## src/sv/sogi_pkg.sv

```systemverilog
// shared types and constants of the sogi quadrature generator
// command and status records between controller and datapath, fixed field widths
// no dependencies
package sogi_pkg;

  localparam int CFG_DW = 32;
  localparam int CFG_IW = 2;

  localparam logic [CFG_IW-1:0] REG_GAIN_K        = 2'd0;
  localparam logic [CFG_IW-1:0] REG_SAMPLE_PERIOD = 2'd1;
  localparam logic [CFG_IW-1:0] REG_DC_OFFSET     = 2'd2;

  localparam logic [15:0] GAIN_K_RESET = 16'd5793;
  localparam logic [31:0] PERIOD_RESET = 32'd429497;

  localparam int OMEGA_W    = 24;
  localparam int MW         = 32;
  localparam int PREG_W     = 2 * MW;
  localparam int X_W        = 27;
  localparam int KX_W       = 30;
  localparam int X2_W       = 29;
  localparam int KX2_W      = 32;
  localparam int D_W        = 32;
  localparam int NUM_W      = 32;
  localparam int COEF_FRAC  = 28;
  localparam int DVD_W      = NUM_W + COEF_FRAC;
  localparam int Q_W        = 31;
  localparam int STATE_FRAC = 16;

  localparam logic [X_W-1:0] WTS_MAX   = 27'h400_0000;
  localparam logic [D_W-1:0] FOUR_Q24  = 32'h0400_0000;

  typedef enum logic [2:0] {
    MS_OM_TS, MS_K_X, MS_X_X, MS_K_X2, MS_LO, MS_HI
  } mul_sel_t;

  typedef enum logic [1:0] {N_AB0, N_AA1, N_AA2, N_BB0} num_sel_t;

  typedef enum logic [2:0] {A_BP1, A_BP2, A_LP1, A_LP2, A_TMP} a_sel_t;

  typedef enum logic [2:0] {C_NAA1, C_NAA2, C_AB0, C_NAB0, C_BB0, C_BB1} c_sel_t;

  typedef struct packed {
    mul_sel_t mul;
    logic     load;
    logic     acc_u;
    logic     x_en;
    logic     kx_en;
    logic     x2_en;
    logic     kx2_en;
    logic     div_start;
    num_sel_t num;
    logic     coef_en;
    a_sel_t   asel;
    c_sel_t   csel;
    logic     prod_lo;
    logic     prod_add;
    logic     rnd;
    logic     acc_add;
    logic     tmp_en;
    logic     acc_clr;
    logic     outa_en;
    logic     outb_en;
    logic     shift_bp;
    logic     shift_lp;
    logic     res_load;
  } dp_cmd_t;

  typedef struct packed {
    logic div_busy;
    logic div_done;
  } dp_sts_t;

endpackage

```

## src/sv/sogi_div.sv

```systemverilog
// radix-2 restoring divider, one quotient bit per cycle
// uses sogi_pkg for widths
module sogi_div (
  input  logic                      clk,
  input  logic                      rst,
  input  logic                      start,
  input  logic [sogi_pkg::DVD_W-1:0] dividend,
  input  logic [sogi_pkg::D_W-1:0]   divisor,
  output logic                      busy,
  output logic                      done,
  output logic [sogi_pkg::Q_W-1:0]   quotient
);
  import sogi_pkg::*;

  localparam int CNT_W = $clog2(Q_W + 1);

  logic [D_W:0]     rem;
  logic [Q_W-1:0]   shreg;
  logic [D_W-1:0]   dsr;
  logic [CNT_W-1:0] cnt;
  logic [D_W+1:0]   trial;
  logic [D_W+1:0]   diff;
  logic             ge;

  assign trial    = {rem, shreg[Q_W-1]};
  assign diff     = trial - {2'b00, dsr};
  assign ge       = trial >= {2'b00, dsr};
  assign quotient = shreg;

  always_ff @(posedge clk) begin
    if (rst) begin
      busy <= 1'b0;
      done <= 1'b0;
      cnt  <= '0;
    end else begin
      done <= 1'b0;
      if (start) begin
        busy <= 1'b1;
        cnt  <= CNT_W'(Q_W);
      end else if (busy) begin
        cnt <= cnt - 1'b1;
        if (cnt == CNT_W'(1)) begin
          busy <= 1'b0;
          done <= 1'b1;
        end
      end
    end
  end

  always_ff @(posedge clk) begin
    if (start) begin
      rem   <= (D_W+1)'(dividend[DVD_W-1:Q_W]);
      shreg <= dividend[Q_W-1:0];
      dsr   <= divisor;
    end else if (busy) begin
      rem   <= ge ? diff[D_W:0] : trial[D_W:0];
      shreg <= {shreg[Q_W-2:0], ge};
    end
  end

endmodule

```

## src/sv/sogi_dp.sv

```systemverilog
// datapath: config registers, shared multiplier, coefficient divider, filter states
// uses sogi_pkg and sogi_div, driven by sogi_ctrl commands
module sogi_dp #(
  parameter int SAMPLE_WIDTH = 16,
  parameter int STATE_WIDTH  = 48
) (
  input  logic                              clk,
  input  logic                              rst,
  input  logic                              cfg_wr_en,
  input  logic [sogi_pkg::CFG_IW-1:0]       cfg_index,
  input  logic [sogi_pkg::CFG_DW-1:0]       cfg_wdata,
  input  logic signed [SAMPLE_WIDTH-1:0]    in_sample,
  input  logic [sogi_pkg::OMEGA_W-1:0]      in_omega,
  input  logic                              in_restart,
  input  sogi_pkg::dp_cmd_t                 cmd,
  output sogi_pkg::dp_sts_t                 sts,
  output logic signed [SAMPLE_WIDTH-1:0]    alpha,
  output logic signed [SAMPLE_WIDTH-1:0]    beta,
  output logic                              saturated
);
  import sogi_pkg::*;

  localparam int SW  = SAMPLE_WIDTH;
  localparam int STW = STATE_WIDTH;
  localparam int UW  = SW + 1 + STATE_FRAC;
  localparam int EW  = (UW > STW) ? UW : STW;
  localparam int PW  = STW + MW;
  localparam int RW  = PW + 1 - COEF_FRAC;
  localparam int OW  = STW + 1 - STATE_FRAC;
  localparam int CW  = (OW > SW) ? OW : SW;

  localparam logic signed [STW-1:0] ST_MAX = {1'b0, {(STW-1){1'b1}}};
  localparam logic signed [STW-1:0] ST_MIN = {1'b1, {(STW-1){1'b0}}};
  localparam logic signed [SW-1:0]  SMP_MAX = {1'b0, {(SW-1){1'b1}}};
  localparam logic signed [SW-1:0]  SMP_MIN = {1'b1, {(SW-1){1'b0}}};
  localparam logic signed [STW:0]   OUT_HALF = (STW+1)'(2 ** (STATE_FRAC - 1));
  localparam logic [PW:0]           RND_HALF = (PW+1)'(2 ** (COEF_FRAC - 1));

  // config
  logic [15:0]          gain_k;
  logic [31:0]          sample_period;
  logic signed [SW-1:0] dc_offset;

  always_ff @(posedge clk) begin
    if (rst) begin
      gain_k        <= GAIN_K_RESET;
      sample_period <= PERIOD_RESET;
      dc_offset     <= '0;
    end else if (cfg_wr_en) begin
      unique case (cfg_index)
        REG_GAIN_K:        gain_k        <= cfg_wdata[15:0];
        REG_SAMPLE_PERIOD: sample_period <= cfg_wdata[31:0];
        REG_DC_OFFSET:     dc_offset     <= cfg_wdata[SW-1:0];
        default: ;
      endcase
    end
  end

  // scaled input with offset removed
  logic signed [SW:0]    diff;
  logic signed [UW-1:0]  u_full;
  logic signed [EW-1:0]  u_ext;
  logic                  u_over;
  logic signed [STW-1:0] u_val;

  assign diff   = (SW+1)'(in_sample) - (SW+1)'(dc_offset);
  assign u_full = {diff, {STATE_FRAC{1'b0}}};
  assign u_ext  = EW'(u_full);

  always_comb begin
    u_over = 1'b0;
    u_val  = STW'(u_ext);
    if (u_ext > EW'(ST_MAX)) begin
      u_over = 1'b1;
      u_val  = ST_MAX;
    end else if (u_ext < EW'(ST_MIN)) begin
      u_over = 1'b1;
      u_val  = ST_MIN;
    end
  end

  // working registers
  logic [OMEGA_W-1:0]    omega_r;
  logic signed [STW-1:0] u_r;
  logic [X_W-1:0]        x;
  logic [KX_W-1:0]       kx;
  logic [X2_W-1:0]       x2;
  logic [KX2_W-1:0]      kx2;
  logic [D_W-1:0]        dval;
  logic [Q_W-1:0]        ab0, aa1, aa2, bb0;
  logic                  aa1_neg, aa2_neg;
  logic [PREG_W-1:0]     preg;
  logic [PW-1:0]         prod;
  logic signed [STW-1:0] m;
  logic signed [STW-1:0] acc, tmp;
  logic signed [STW-1:0] bp1, bp2, lp1, lp2;
  logic                  sat_hit;

  // operand and coefficient selection
  logic signed [STW-1:0] s_op;
  logic [STW-1:0]        a_mag;
  logic [PREG_W-1:0]     a_ext;
  logic [MW-1:0]         cb;
  logic                  c_neg;
  logic                  neg;

  always_comb begin
    case (cmd.asel)
      A_BP1:   s_op = bp1;
      A_BP2:   s_op = bp2;
      A_LP1:   s_op = lp1;
      A_LP2:   s_op = lp2;
      A_TMP:   s_op = tmp;
      default: s_op = '0;
    endcase
    case (cmd.csel)
      C_NAA1:  begin cb = MW'(aa1); c_neg = ~aa1_neg; end
      C_NAA2:  begin cb = MW'(aa2); c_neg = ~aa2_neg; end
      C_AB0:   begin cb = MW'(ab0); c_neg = 1'b0; end
      C_NAB0:  begin cb = MW'(ab0); c_neg = 1'b1; end
      C_BB0:   begin cb = MW'(bb0); c_neg = 1'b0; end
      C_BB1:   begin cb = {bb0, 1'b0}; c_neg = 1'b0; end
      default: begin cb = '0; c_neg = 1'b0; end
    endcase
  end

  assign a_mag = s_op[STW-1] ? STW'(-s_op) : STW'(s_op);
  assign a_ext = PREG_W'(a_mag);
  assign neg   = s_op[STW-1] ^ c_neg;

  // shared multiplier
  logic [MW-1:0] ma, mb;

  always_comb begin
    case (cmd.mul)
      MS_OM_TS: begin ma = MW'(omega_r); mb = sample_period; end
      MS_K_X:   begin ma = MW'(gain_k);  mb = MW'(x); end
      MS_X_X:   begin ma = MW'(x);       mb = MW'(x); end
      MS_K_X2:  begin ma = MW'(gain_k);  mb = MW'(x2); end
      MS_LO:    begin ma = a_ext[MW-1:0]; mb = cb; end
      MS_HI:    begin ma = a_ext[PREG_W-1:MW]; mb = cb; end
      default:  begin ma = '0; mb = '0; end
    endcase
  end

  // coefficient numerators and divider
  logic [39:0]          wts;
  logic [D_W-1:0]       dsum;
  logic signed [NUM_W+1:0] num_s;
  logic                 num_neg;
  logic [NUM_W+1:0]     num_abs;
  logic [DVD_W-1:0]     dividend;
  logic [Q_W-1:0]       quotient;

  assign wts  = preg[55:16];
  assign dsum = FOUR_Q24 + D_W'({kx, 1'b0}) + D_W'(x2);

  always_comb begin
    case (cmd.num)
      N_AB0:   num_s = (NUM_W+2)'({kx, 1'b0});
      N_AA1:   num_s = (NUM_W+2)'({x2, 1'b0}) - (NUM_W+2)'({FOUR_Q24, 1'b0});
      N_AA2:   num_s = (NUM_W+2)'(FOUR_Q24) - (NUM_W+2)'({kx, 1'b0}) + (NUM_W+2)'(x2);
      N_BB0:   num_s = (NUM_W+2)'(kx2);
      default: num_s = '0;
    endcase
  end

  assign num_neg  = num_s[NUM_W+1];
  assign num_abs  = num_neg ? (NUM_W+2)'(-num_s) : (NUM_W+2)'(num_s);
  assign dividend = {num_abs[NUM_W-1:0], {COEF_FRAC{1'b0}}} + DVD_W'(dval >> 1);

  sogi_div u_div (
    .clk      (clk),
    .rst      (rst),
    .start    (cmd.div_start),
    .dividend (dividend),
    .divisor  (dval),
    .busy     (sts.div_busy),
    .done     (sts.div_done),
    .quotient (quotient)
  );

  // product rounding and saturation
  logic [PW:0]           r_full;
  logic [RW-1:0]         r, lim, rc;
  logic                  r_over;
  logic [STW-1:0]        rc_st;

  assign r_full = {1'b0, prod} + RND_HALF;
  assign r      = r_full[PW:COEF_FRAC];
  assign lim    = RW'({1'b0, {(STW-1){1'b1}}}) + RW'(neg);
  assign r_over = r > lim;
  assign rc     = r_over ? lim : r;
  assign rc_st  = rc[STW-1:0];

  // saturating accumulate
  logic signed [STW:0]   sum;
  logic                  sum_over;
  logic signed [STW-1:0] sum_val;

  assign sum      = (STW+1)'(acc) + (STW+1)'(m);
  assign sum_over = sum[STW] != sum[STW-1];
  assign sum_val  = sum_over ? (sum[STW] ? ST_MIN : ST_MAX) : sum[STW-1:0];

  // output rounding
  logic signed [STW:0]   o_full;
  logic signed [OW-1:0]  oq;
  logic signed [CW-1:0]  oq_ext;
  logic                  o_over;
  logic signed [SW-1:0]  o_val;

  assign o_full = (STW+1)'(acc) + OUT_HALF;
  assign oq     = o_full[STW:STATE_FRAC];
  assign oq_ext = CW'(oq);

  always_comb begin
    o_over = 1'b0;
    o_val  = SW'(oq_ext);
    if (oq_ext > CW'(SMP_MAX)) begin
      o_over = 1'b1;
      o_val  = SMP_MAX;
    end else if (oq_ext < CW'(SMP_MIN)) begin
      o_over = 1'b1;
      o_val  = SMP_MIN;
    end
  end

  always_ff @(posedge clk) begin
    if (rst) begin
      bp1     <= '0;
      bp2     <= '0;
      lp1     <= '0;
      lp2     <= '0;
      sat_hit <= 1'b0;
    end else begin
      if (cmd.load) begin
        sat_hit <= u_over;
        if (in_restart) begin
          bp1 <= '0;
          bp2 <= '0;
          lp1 <= '0;
          lp2 <= '0;
        end
      end else if ((cmd.rnd && r_over) || (cmd.acc_add && sum_over) ||
                   ((cmd.outa_en || cmd.outb_en) && o_over)) begin
        sat_hit <= 1'b1;
      end
      if (cmd.shift_bp) begin
        bp2 <= bp1;
        bp1 <= tmp;
      end
      if (cmd.shift_lp) begin
        lp2 <= lp1;
        lp1 <= tmp;
      end
    end
  end

  always_ff @(posedge clk) begin
    preg <= ma * mb;
    if (cmd.load) begin
      omega_r <= in_omega;
      u_r     <= u_val;
    end
    if (cmd.x_en) x <= (wts > 40'(WTS_MAX)) ? WTS_MAX : wts[X_W-1:0];
    if (cmd.kx_en) kx <= preg[KX_W+11:12];
    if (cmd.x2_en) x2 <= preg[X2_W+23:24];
    if (cmd.kx2_en) begin
      kx2  <= preg[KX2_W+11:12];
      dval <= dsum;
    end
    if (cmd.coef_en) begin
      case (cmd.num)
        N_AB0:   ab0 <= quotient;
        N_AA1:   begin aa1 <= quotient; aa1_neg <= num_neg; end
        N_AA2:   begin aa2 <= quotient; aa2_neg <= num_neg; end
        N_BB0:   bb0 <= quotient;
        default: ;
      endcase
    end
    if (cmd.prod_lo) prod <= PW'(preg);
    if (cmd.prod_add) prod <= prod + (PW'(preg) << MW);
    if (cmd.rnd) m <= neg ? STW'(-rc_st) : STW'(rc_st);
    if (cmd.acc_u) acc <= u_r;
    else if (cmd.acc_clr) acc <= '0;
    else if (cmd.acc_add) acc <= sum_val;
    if (cmd.tmp_en) tmp <= acc;
    if (cmd.outa_en) alpha <= o_val;
    if (cmd.outb_en) beta <= o_val;
  end

  assign saturated = sat_hit;

endmodule

```

## src/sv/sogi_ctrl.sv

```systemverilog
// controller: sequences coefficient setup, four divisions and nine state products
// uses sogi_pkg command and status records
module sogi_ctrl (
  input  logic              clk,
  input  logic              rst,
  input  logic              in_valid,
  output logic              in_ready,
  input  logic              out_free,
  input  sogi_pkg::dp_sts_t sts,
  output sogi_pkg::dp_cmd_t cmd
);
  import sogi_pkg::*;

  typedef enum logic [4:0] {
    S_IDLE, S_WTS, S_X, S_KXM, S_KX, S_X2, S_KX2M, S_KX2,
    S_DGO, S_DWAIT, S_TLO, S_THI, S_TADD, S_TRND, S_TACC, S_POST, S_DONE
  } state_t;

  typedef struct packed {
    a_sel_t a;
    c_sel_t c;
  } term_t;

  localparam logic [3:0] T_INA = 4'd1;
  localparam logic [3:0] T_VA  = 4'd3;
  localparam logic [3:0] T_INB = 4'd5;
  localparam logic [3:0] T_VB  = 4'd8;

  function automatic term_t term_of(input logic [3:0] idx);
    term_t t;
    unique case (idx)
      4'd0:    t = '{A_BP1, C_NAA1};
      4'd1:    t = '{A_BP2, C_NAA2};
      4'd2:    t = '{A_TMP, C_AB0};
      4'd3:    t = '{A_BP2, C_NAB0};
      4'd4:    t = '{A_LP1, C_NAA1};
      4'd5:    t = '{A_LP2, C_NAA2};
      4'd6:    t = '{A_TMP, C_BB0};
      4'd7:    t = '{A_LP1, C_BB1};
      4'd8:    t = '{A_LP2, C_BB0};
      default: t = '{A_TMP, C_AB0};
    endcase
    return t;
  endfunction

  state_t     state;
  num_sel_t   ncur;
  logic [3:0] tidx;
  term_t      term;

  assign term     = term_of(tidx);
  assign in_ready = state == S_IDLE;

  always_comb begin
    cmd      = '0;
    cmd.mul  = MS_LO;
    cmd.num  = ncur;
    cmd.asel = term.a;
    cmd.csel = term.c;
    unique case (state)
      S_IDLE:  cmd.load = in_valid;
      S_WTS:   begin cmd.mul = MS_OM_TS; cmd.acc_u = 1'b1; end
      S_X:     cmd.x_en = 1'b1;
      S_KXM:   cmd.mul = MS_K_X;
      S_KX:    begin cmd.kx_en = 1'b1; cmd.mul = MS_X_X; end
      S_X2:    cmd.x2_en = 1'b1;
      S_KX2M:  cmd.mul = MS_K_X2;
      S_KX2:   cmd.kx2_en = 1'b1;
      S_DGO:   cmd.div_start = 1'b1;
      S_DWAIT: cmd.coef_en = sts.div_done;
      S_TLO:   cmd.mul = MS_LO;
      S_THI:   begin cmd.mul = MS_HI; cmd.prod_lo = 1'b1; end
      S_TADD:  cmd.prod_add = 1'b1;
      S_TRND:  cmd.rnd = 1'b1;
      S_TACC:  cmd.acc_add = 1'b1;
      S_POST: begin
        unique case (tidx) inside
          T_INA, T_INB: begin cmd.tmp_en = 1'b1; cmd.acc_clr = 1'b1; end
          T_VA:  begin cmd.outa_en = 1'b1; cmd.shift_bp = 1'b1; cmd.acc_u = 1'b1; end
          T_VB:  begin cmd.outb_en = 1'b1; cmd.shift_lp = 1'b1; end
          default: ;
        endcase
      end
      S_DONE:  cmd.res_load = out_free;
      default: ;
    endcase
  end

  always_ff @(posedge clk) begin
    if (rst) begin
      state <= S_IDLE;
      ncur  <= N_AB0;
      tidx  <= '0;
    end else begin
      unique case (state)
        S_IDLE:  if (in_valid) state <= S_WTS;
        S_WTS:   state <= S_X;
        S_X:     state <= S_KXM;
        S_KXM:   state <= S_KX;
        S_KX:    state <= S_X2;
        S_X2:    state <= S_KX2M;
        S_KX2M:  state <= S_KX2;
        S_KX2: begin
          ncur  <= N_AB0;
          state <= S_DGO;
        end
        S_DGO:   state <= S_DWAIT;
        S_DWAIT: begin
          if (sts.div_done) begin
            if (ncur == N_BB0) begin
              tidx  <= '0;
              state <= S_TLO;
            end else begin
              ncur  <= num_sel_t'(2'(ncur + 2'd1));
              state <= S_DGO;
            end
          end
        end
        S_TLO:   state <= S_THI;
        S_THI:   state <= S_TADD;
        S_TADD:  state <= S_TRND;
        S_TRND:  state <= S_TACC;
        S_TACC: begin
          if (tidx == T_INA || tidx == T_VA || tidx == T_INB || tidx == T_VB) begin
            state <= S_POST;
          end else begin
            tidx  <= tidx + 4'd1;
            state <= S_TLO;
          end
        end
        S_POST: begin
          if (tidx == T_VB) begin
            state <= S_DONE;
          end else begin
            tidx  <= tidx + 4'd1;
            state <= S_TLO;
          end
        end
        S_DONE:  if (out_free) state <= S_IDLE;
        default: state <= S_IDLE;
      endcase
    end
  end

  a_coef_on_done: assert property (@(posedge clk) disable iff (rst)
    cmd.coef_en |-> sts.div_done)
    else $error("coefficient stored without divider result");

  a_div_start_idle: assert property (@(posedge clk) disable iff (rst)
    cmd.div_start |-> !sts.div_busy)
    else $error("divider started while busy");

  a_res_slot_free: assert property (@(posedge clk) disable iff (rst)
    cmd.res_load |-> out_free)
    else $error("result written over a waiting beat");

  a_load_starts: assert property (@(posedge clk) disable iff (rst)
    cmd.load |=> state == S_WTS)
    else $error("accepted beat did not start the sequence");

endmodule

```

## src/sv/sogi_quadrature_generator.sv

```systemverilog
// top level of the sogi quadrature generator: stream ports and output register
// uses sogi_pkg, sogi_ctrl and sogi_dp
//
//  channel  | signals                      | payload
//  s_axis   | tvalid tready tdata tuser    | sample, omega / restart
//  m_axis   | tvalid tready tdata tuser    | alpha, beta / saturated
//  cfg      | cfg_wr_en cfg_index cfg_wdata| gain_k, sample_period, dc_offset
//
// per beat the controller runs the coefficient products, four divisions on the radix-2
// divider, nine state products on the shared 32x32 multiplier and a hand-off
// the next input beat is taken while a finished result waits in the output register
// synchronous reset clears the filter states; no clearing pass
module sogi_quadrature_generator #(
  parameter int SAMPLE_WIDTH = 16,
  parameter int STATE_WIDTH  = 48
) (
  input  logic                                       clk,
  input  logic                                       rst,
  input  logic                                       s_axis_tvalid,
  output logic                                       s_axis_tready,
  // sample, omega
  input  logic [((SAMPLE_WIDTH+sogi_pkg::OMEGA_W+7)/8)*8-1:0] s_axis_tdata,
  // restart
  input  logic                                       s_axis_tuser,
  output logic                                       m_axis_tvalid,
  input  logic                                       m_axis_tready,
  // alpha, beta
  output logic [((2*SAMPLE_WIDTH+7)/8)*8-1:0]        m_axis_tdata,
  // saturated
  output logic                                       m_axis_tuser,
  input  logic                                       cfg_wr_en,
  input  logic [sogi_pkg::CFG_IW-1:0]                cfg_index,
  input  logic [sogi_pkg::CFG_DW-1:0]                cfg_wdata
);
  import sogi_pkg::*;

  localparam int SW    = SAMPLE_WIDTH;
  localparam int OUT_W = ((2*SW+7)/8)*8;

  dp_cmd_t              cmd;
  dp_sts_t              sts;
  logic                 out_free;
  logic signed [SW-1:0] alpha, beta;
  logic                 saturated;

  assign out_free = !m_axis_tvalid || m_axis_tready;

  sogi_ctrl u_ctrl (
    .clk      (clk),
    .rst      (rst),
    .in_valid (s_axis_tvalid),
    .in_ready (s_axis_tready),
    .out_free (out_free),
    .sts      (sts),
    .cmd      (cmd)
  );

  sogi_dp #(
    .SAMPLE_WIDTH (SAMPLE_WIDTH),
    .STATE_WIDTH  (STATE_WIDTH)
  ) u_dp (
    .clk        (clk),
    .rst        (rst),
    .cfg_wr_en  (cfg_wr_en),
    .cfg_index  (cfg_index),
    .cfg_wdata  (cfg_wdata),
    .in_sample  (s_axis_tdata[SW-1:0]),
    .in_omega   (s_axis_tdata[SW+OMEGA_W-1:SW]),
    .in_restart (s_axis_tuser),
    .cmd        (cmd),
    .sts        (sts),
    .alpha      (alpha),
    .beta       (beta),
    .saturated  (saturated)
  );

  always_ff @(posedge clk) begin
    if (rst) begin
      m_axis_tvalid <= 1'b0;
    end else if (cmd.res_load) begin
      m_axis_tvalid <= 1'b1;
    end else if (m_axis_tready) begin
      m_axis_tvalid <= 1'b0;
    end
  end

  always_ff @(posedge clk) begin
    if (cmd.res_load) begin
      m_axis_tdata <= OUT_W'({beta, alpha});
      m_axis_tuser <= saturated;
    end
  end

endmodule

```

## config.mk

```make
export PLATFORM = sky130hd
export DESIGN_NAME = sogi_quadrature_generator
export DESIGN_NICKNAME = d
export VERILOG_FILES = /design/src/sv/sogi_pkg.sv /design/src/sv/sogi_div.sv /design/src/sv/sogi_dp.sv /design/src/sv/sogi_ctrl.sv /design/src/sv/sogi_quadrature_generator.sv
export SDC_FILE = /design/constraint.sdc
export NUM_CORES = 2
export LEC_CHECK = 0
export BUFFER_PORTS_ARGS = -buffer_cell sky130_fd_sc_hd__buf_2
export CORE_MARGIN = 2
export CORE_UTILIZATION = 52
export DETAILED_ROUTE_END_ITERATION = 16
export HOLD_SLACK_MARGIN = 0.1
export PLACE_DENSITY = 0.68
export SYNTH_ARGS = -nofsm -noshare
export SYNTH_HDL_FRONTEND = slang
export SYNTH_SLANG_ARGS = --single-unit
```

## constraint.sdc

```tcl
create_clock -name clk -period 33.7 [get_ports clk]
set_input_delay 3.37 -clock clk [delete_from_list [all_inputs] [get_ports clk]]
set_output_delay 3.37 -clock clk [all_outputs]
set_load 0.02 [all_outputs]
```

Word level (Yosys, flattened, before mapping). Memories as Yosys holds them, arrays and structs flattened. A register that Yosys moved wholly into a read port is not among the register bits. Cells that the tools add are included. Widths: inputs -> output; s select.

Input port bits: 80. Logic and storage cells: 247. Bits in read-only memories: 96. Register bits after elaboration: 1073. Output and inout bits: 35. Memories: 1.

Memories: (name not given) (words 16, width 6, rd ports 1, clocked after memory_dff 1, wr ports 0, RTL line sogi_ctrl.sv:31) `unique case (idx)`.

Bitwise operators: 4. Muxes and demuxes: 80. Multipliers: 1. Eq/ne operators: 48. Reductions and logical operators: 46. Add/subtract/negate cells: 19. Magnitude comparators: 7.

Operator list (number): $mux 48 (15); $pmux 32 s5 (2); $pmux 48 s5 (1); $mux 80 (2); $pmux 34 s4 (1); $pmux 32 s4 (1); $neg 48->48 (2); $pmux 5 s17 (1); $add 80x28->81 const B (1); $add 80x80->80 (1); $mul 32x32->64 (1); $mux 31 (2); $add 60x31->60 (1); $mux 29 (2); $gt 53x48->1 (1); $add 48x17->49 const B (1); $add 48x48->49 (1); $add 47x1->48 const A (1); $gt 33x48->1 const B (1); $lt 33x48->1 const B (1); $eq 5x4->1 const B (8); $gt 40x27->1 const B (1); $add 34x29->34 (1); $ge 34x32->1 (1); 57 further kinds (155).

Longest topological paths before layout.
Depth in word-level cells: 10. Gate-level depth with buffers: 49. Mapped depth without buffers: 45.

Cells and area by module. A second synthesis with hierarchy kept.

Cells, all modules: 9697. Area, all modules: 91124.9 µm².

Modules (own cells, without submodules): sogi_dp (cells an instance 8900, times used 1, sequential area each 22821.9 µm², area each 82613.0 µm²); sogi_div (cells an instance 604, times used 1, sequential area each 2982.9 µm², area each 6294.8 µm²); sogi_ctrl (cells an instance 156, times used 1, sequential area each 340.3 µm², area each 1179.9 µm²); sogi_quadrature_generator (cells an instance 37, times used 1, sequential area each 1011.0 µm², area each 1037.2 µm²).

Least setup slack after synthesis. OpenSTA, ideal clock, no wires.

Path kind: register to register. Start: register, netlist name u_ctrl.term[5]. End: register u_dp.preg[60]. Required time: 33.628 ns. Path buffers: 6. Data arrival time: 11.098 ns. Library setup time: 0.072 ns. Period minus slack after synthesis: 11.169 ns. Path slack: 22.531 ns. Cell stages (with the launch flop): 47. Cell sequence: dfxtp_1 buf_2 buf_2 buf_1 clkbuf_1 mux2_2 a222oi_1 nand2_1 nor2_1 and2_1 nand2_1 nor3_1 or2_2 xor2_1 o221a_2 clkbuf_1 buf_1 nor2_1 [... 11 more ...] inv_1 fa_1 inv_1 ha_1 nand2_1 o21ai_0 a21o_1 a21o_1 a21oi_1 nor2b_1 o31a_1 a31o_2 a21oi_1 o21ai_0 a311oi_1 or4b_2 o31ai_1 xor2_1.

Cells in the longest elaborated chain, start to end: 6. Elaborated cells on any way between the ends: 10. Those cells by class: add/sub (1); mul (1); eq/ne (4); mux (3); reduce/logical (1).

RTL lines: $eq 3x3->1, or another cell as far along (RTL line sogi_dp.sv:108) `case (cmd.asel)`; $pmux 48 s5 * (RTL line sogi_dp.sv:108); $neg 48->48 (RTL line sogi_dp.sv:127) `assign a_mag = s_op[STW-1] ? STW'(-s_op) : STW'(s_op);`; $mux 48 * (RTL line sogi_dp.sv:127); $pmux 32 s5 * (RTL line sogi_dp.sv:135) `case (cmd.mul)`; $mul 32x32->64 * (RTL line sogi_dp.sv:260) `preg <= ma * mb;`; end signal: assignment (RTL line sogi_dp.sv:260); end: declaration (RTL line sogi_dp.sv:92) `logic [PREG_W-1:0] preg;`.

Mark *: on every way between the ends. The rest lies on a longest branch, timed or not. A chain may end at the register's enable or synchronous reset.

Worst setup path after layout.
Start: register, netlist name u_ctrl.term[4]. End: register u_dp.preg[63].

Cells in the longest elaborated chain, start to end: 6. Elaborated cells on any way between the ends: 10. Those cells by class: add/sub (1); mul (1); eq/ne (4); mux (3); reduce/logical (1).

RTL lines (RTL line): $eq 3x3->1, or another cell as far along (sogi_dp.sv:108); $pmux 48 s5 * (sogi_dp.sv:108); $neg 48->48 (sogi_dp.sv:127); $mux 48 * (sogi_dp.sv:127); $pmux 32 s5 * (sogi_dp.sv:135); $mul 32x32->64 * (sogi_dp.sv:260).

Marked as above.

==> metrics.yaml <==
timing:
  max_slew_margin: 0.172
  min_period_over_period: 0.399
  max_freq_mhz: 74.4
  tightest_slew_ps: 1240
  hold_viol: 0
  layout_min_cycle_time_ps: 13440
  setup_viol: 0
  fin_setup_tns_ps: 0
  rsz0062_at_grt: "no"
  skew_ps: 103
  slew_violations: 0
drt:
  drtIter0Drc: 8703
  top_layer: "met5"
  antenna_left: 0
  wl_um: 308000
  met3_length_um: 34600
  met1Wirelength_um: 120000
  wl_per_cell_um: 25.9
  vias: 73379
  via_per_inst: 6.16
  firstDrtPassIters: 7
  dr_wl_met2_um: 133000
  drt_drc_violations_left: 0
logic_synthesis:
  synth_ff_type: "edfxtp_1"
  synthArstFlopShare: 0
  avgSynthCellArea_um2: 9.35
  ys_ff_latch: 1021
  synthTopCellsByArea: "edfxtp_1 22%, fa_1 20%, dfxtp_1 7.8%"
  synth_top_area_share: 0.225
  syn_area_um2: 89600
  synth_top_area_cell: "edfxtp_1"
  yosysSeqAreaShare: 0.303
  syn_inst: 9582
  syn_nets: 11122
  ys_types: 110
  yosysWarnings: 0
  synth-edff-count: 671
global_route:
  antenna_found_initial: 19
  grtUsageTotal: 0.352
  grt_pass1_wl_um: 459000
  grt-ovfl-total: 0
  grt_max_degree: 145
  grt_pass1_vias: 71525
min_path:
  min_path_type: "reg -> reg"
  worstHoldStart: "u_dp.beta[8]$_DFFE_PP_"
  hold_depth: 0
  hold_path_end: "m_axis_tdata[24]$_DFFE_PP_"
die:
  initial_utilization: 0.523
  fp.dieH_um: 419
  placementRows: 152
  fp.coreArea_um2: 171000
  ios: 115
  die_w_um: 419
  dieArea_um2: 176000
critical_path:
  worstReg2RegEnd: "u_dp.preg[63]$_DFF_P_"
  worst-path-max-fanout: 52
  slowest_stage: "dfxtp_2"
  cp.buffers_inverters: 7
  r2r_cells: 44
  rr_startpoint: "u_ctrl.term[4]$_DFF_P_"
  worstPathRequired_ps: 34450
  cpLargestDelayFamily: "adder cells"
  end_kind: "flop"
  cp_data_arrival_time_ps: 14200
  start_kind: "flop"
  crit_top_cell: "fa_1"
  critical_path_class: "reg -> reg"
  worst_path_largest_cell_delay_ps: 710
  rrSetupSlack_ps: 20260
cts:
  htree_levels: 3
  cts_resized: 0
  cts_root_buffer: "clkbuf_16"
  postCtsSetupRepairBufs: 0
  numCtsBuffers: 108
  clock_latency_ps: 820
  clkTransAtPathRegs_ps: 70
  clk_path_buf_depth: 3
  clock_sinks: 1021
  cts_tree: "yes"
  hold_buffers: 0
finish:
  nNetsFinal: 11039
  drive_gt1_frac: 0.0718
  nFillCells: 15084
  final_cells: 11912
  finalInstanceArea_um2: 96700
  areaGrowthSynthToFinish_pct: 7.95
placement:
  dpl-instance-area_um2: 92900
  port_buffers: 114
  dp_hpwl_um: 234000
  place_inst: 11699
  place.gp.congestion: 1.01
power:
  p_leak_nw: 41.5
  peakVddDrop_mv: 0.0710
  power.density_nw_per_um2: 56.9
run:
  drv_cap: 0
status:
  status: "complete, no violations"
-- how the worst max path moves through the flow --
stage	startpoint	end	slack, ps	cells past startpoint
floorplan	u_ctrl.term[5]$_DFF_P_	u_dp.preg[60]$_DFF_P_	22530	46
global placement	u_ctrl.term[4]$_DFF_P_	u_dp.preg[60]$_DFF_P_	20560	42
detailed placement	u_ctrl.term[4]$_DFF_P_	u_dp.preg[60]$_DFF_P_	20550	42
CTS	u_ctrl.term[4]$_DFF_P_	u_dp.preg[60]$_DFF_P_	20490	42
global route	u_ctrl.term[4]$_DFF_P_	u_dp.preg[63]$_DFF_P_	19580	44
finish	u_ctrl.term[4]$_DFF_P_	u_dp.preg[63]$_DFF_P_	20260	44
-- through the flow --
step	total power [mW]	setup slack (ps)	hold WS, ps	utilization
2_1_floorplan	3.34	22530	400	-
3_3_place_gp	4.17	20560	402	0.542
3_5_place_dp	4.19	20550	405	0.542
4_1_cts	5.47	20490	420	0.564
5_1_grt	5.84	19580	425	0.564
6_report	5.51	20260	421	0.564
-- cell type report --
cell class	count	area, um^2	area share
inverters	1208	4540	0.0469
clock buffers	133	2910	0.0301
repair buffers	285	1860	0.0193
multi-input cells	6875	56500	0.584
diodes	7	17.5	0.000181
well taps	2310	2890	0.0299
clock inverters	73	885	0.00915
flip-flops and latches	1021	27200	0.281
-- layer usage --
metal | GRT usage | vias to the layer above
li1 | - | 32221
met1 | 0.470 | 36508
met2 | 0.524 | 3868
met3 | 0.0866 | 776
met4 | 0.194 | 6
met5 | 0 | -
-- placed cells by master (no fill, tap or decap), types with 53 or more instances in the layout --
cell and count:
and3_1 60, nand2b_1 54, a22oi_1 271, edfxtp_1 671
xor2_1 159, nand2_1 1246, and2_1 73, a21oi_1 485
nor3_1 121, buf_2 113, xnor2_1 246, dfxtp_1 345
nor2_1 971, ha_1 556, nor2b_1 53, nand3_1 121
o21ai_0 299, clkbuf_16 111, a21o_1 168, buf_4 171
o21a_1 53, inv_1 1202, fa_1 903, nand4_1 73
-- cell families (layout without fill, tap and decap cells) --
kind of cell | Yosys count | after routing | share of synthesized area
simple gates | 3012 | 3012 | 0.148
compound gates | 1874 | 1874 | 0.141
buf+inv | 1686 | 1699 | 0.0709
fa+ha+maj | 1460 | 1460 | 0.280
flops | 1021 | 1021 | 0.303
xor+xnor | 407 | 407 | 0.0398
mux | 122 | 122 | 0.0184
other cells | 0 | 7 | 0
-- state kept, by name, summed over array words and instances, names as in the netlist, 33 cells and up --
name and count:
u_dp.m 48, u_dp.preg 64, u_dp.prod 53, u_dp.bp2 48, u_dp.lp1 48, u_dp.tmp 48
u_dp.bp1 48, u_dp.lp2 48, u_dp.u_div.rem 33, u_dp.acc 48
-- Yosys cell counts, types with 29 or more instances --
cell type and number:
nand2_1 1248, inv_1 1202, nor2_1 983, fa_1 903, edfxtp_1 671, ha_1 557
a21oi_1 489, clkbuf_1 409, dfxtp_1 350, o21ai_0 299, a22oi_1 271, xnor2_1 248
a21o_1 168, xor2_1 159, nor3_1 124, nand3_1 122, and2_1 74, nand4_1 73
and3_1 61, nor2b_1 58, nand2b_1 55, o21a_1 54, buf_1 53, mux2i_1 47
nor4_1 47, o21bai_1 47, a211oi_1 46, a31oi_1 46, o22ai_1 45, mux2_2 44
a221oi_1 37, a22o_1 37, a221o_1 35, or3_1 32, mux4_2 30, a222oi_1 29
-- power by group --
group	total, mW	leakage, nW	switching [mW]	internal [mW]
clock network	1.28	1.82	0.558	0.717
registers	1.59	8.94	0.150	1.44
logic	2.64	30.7	1.64	1.00
Power figures use the tool's default switching activity.
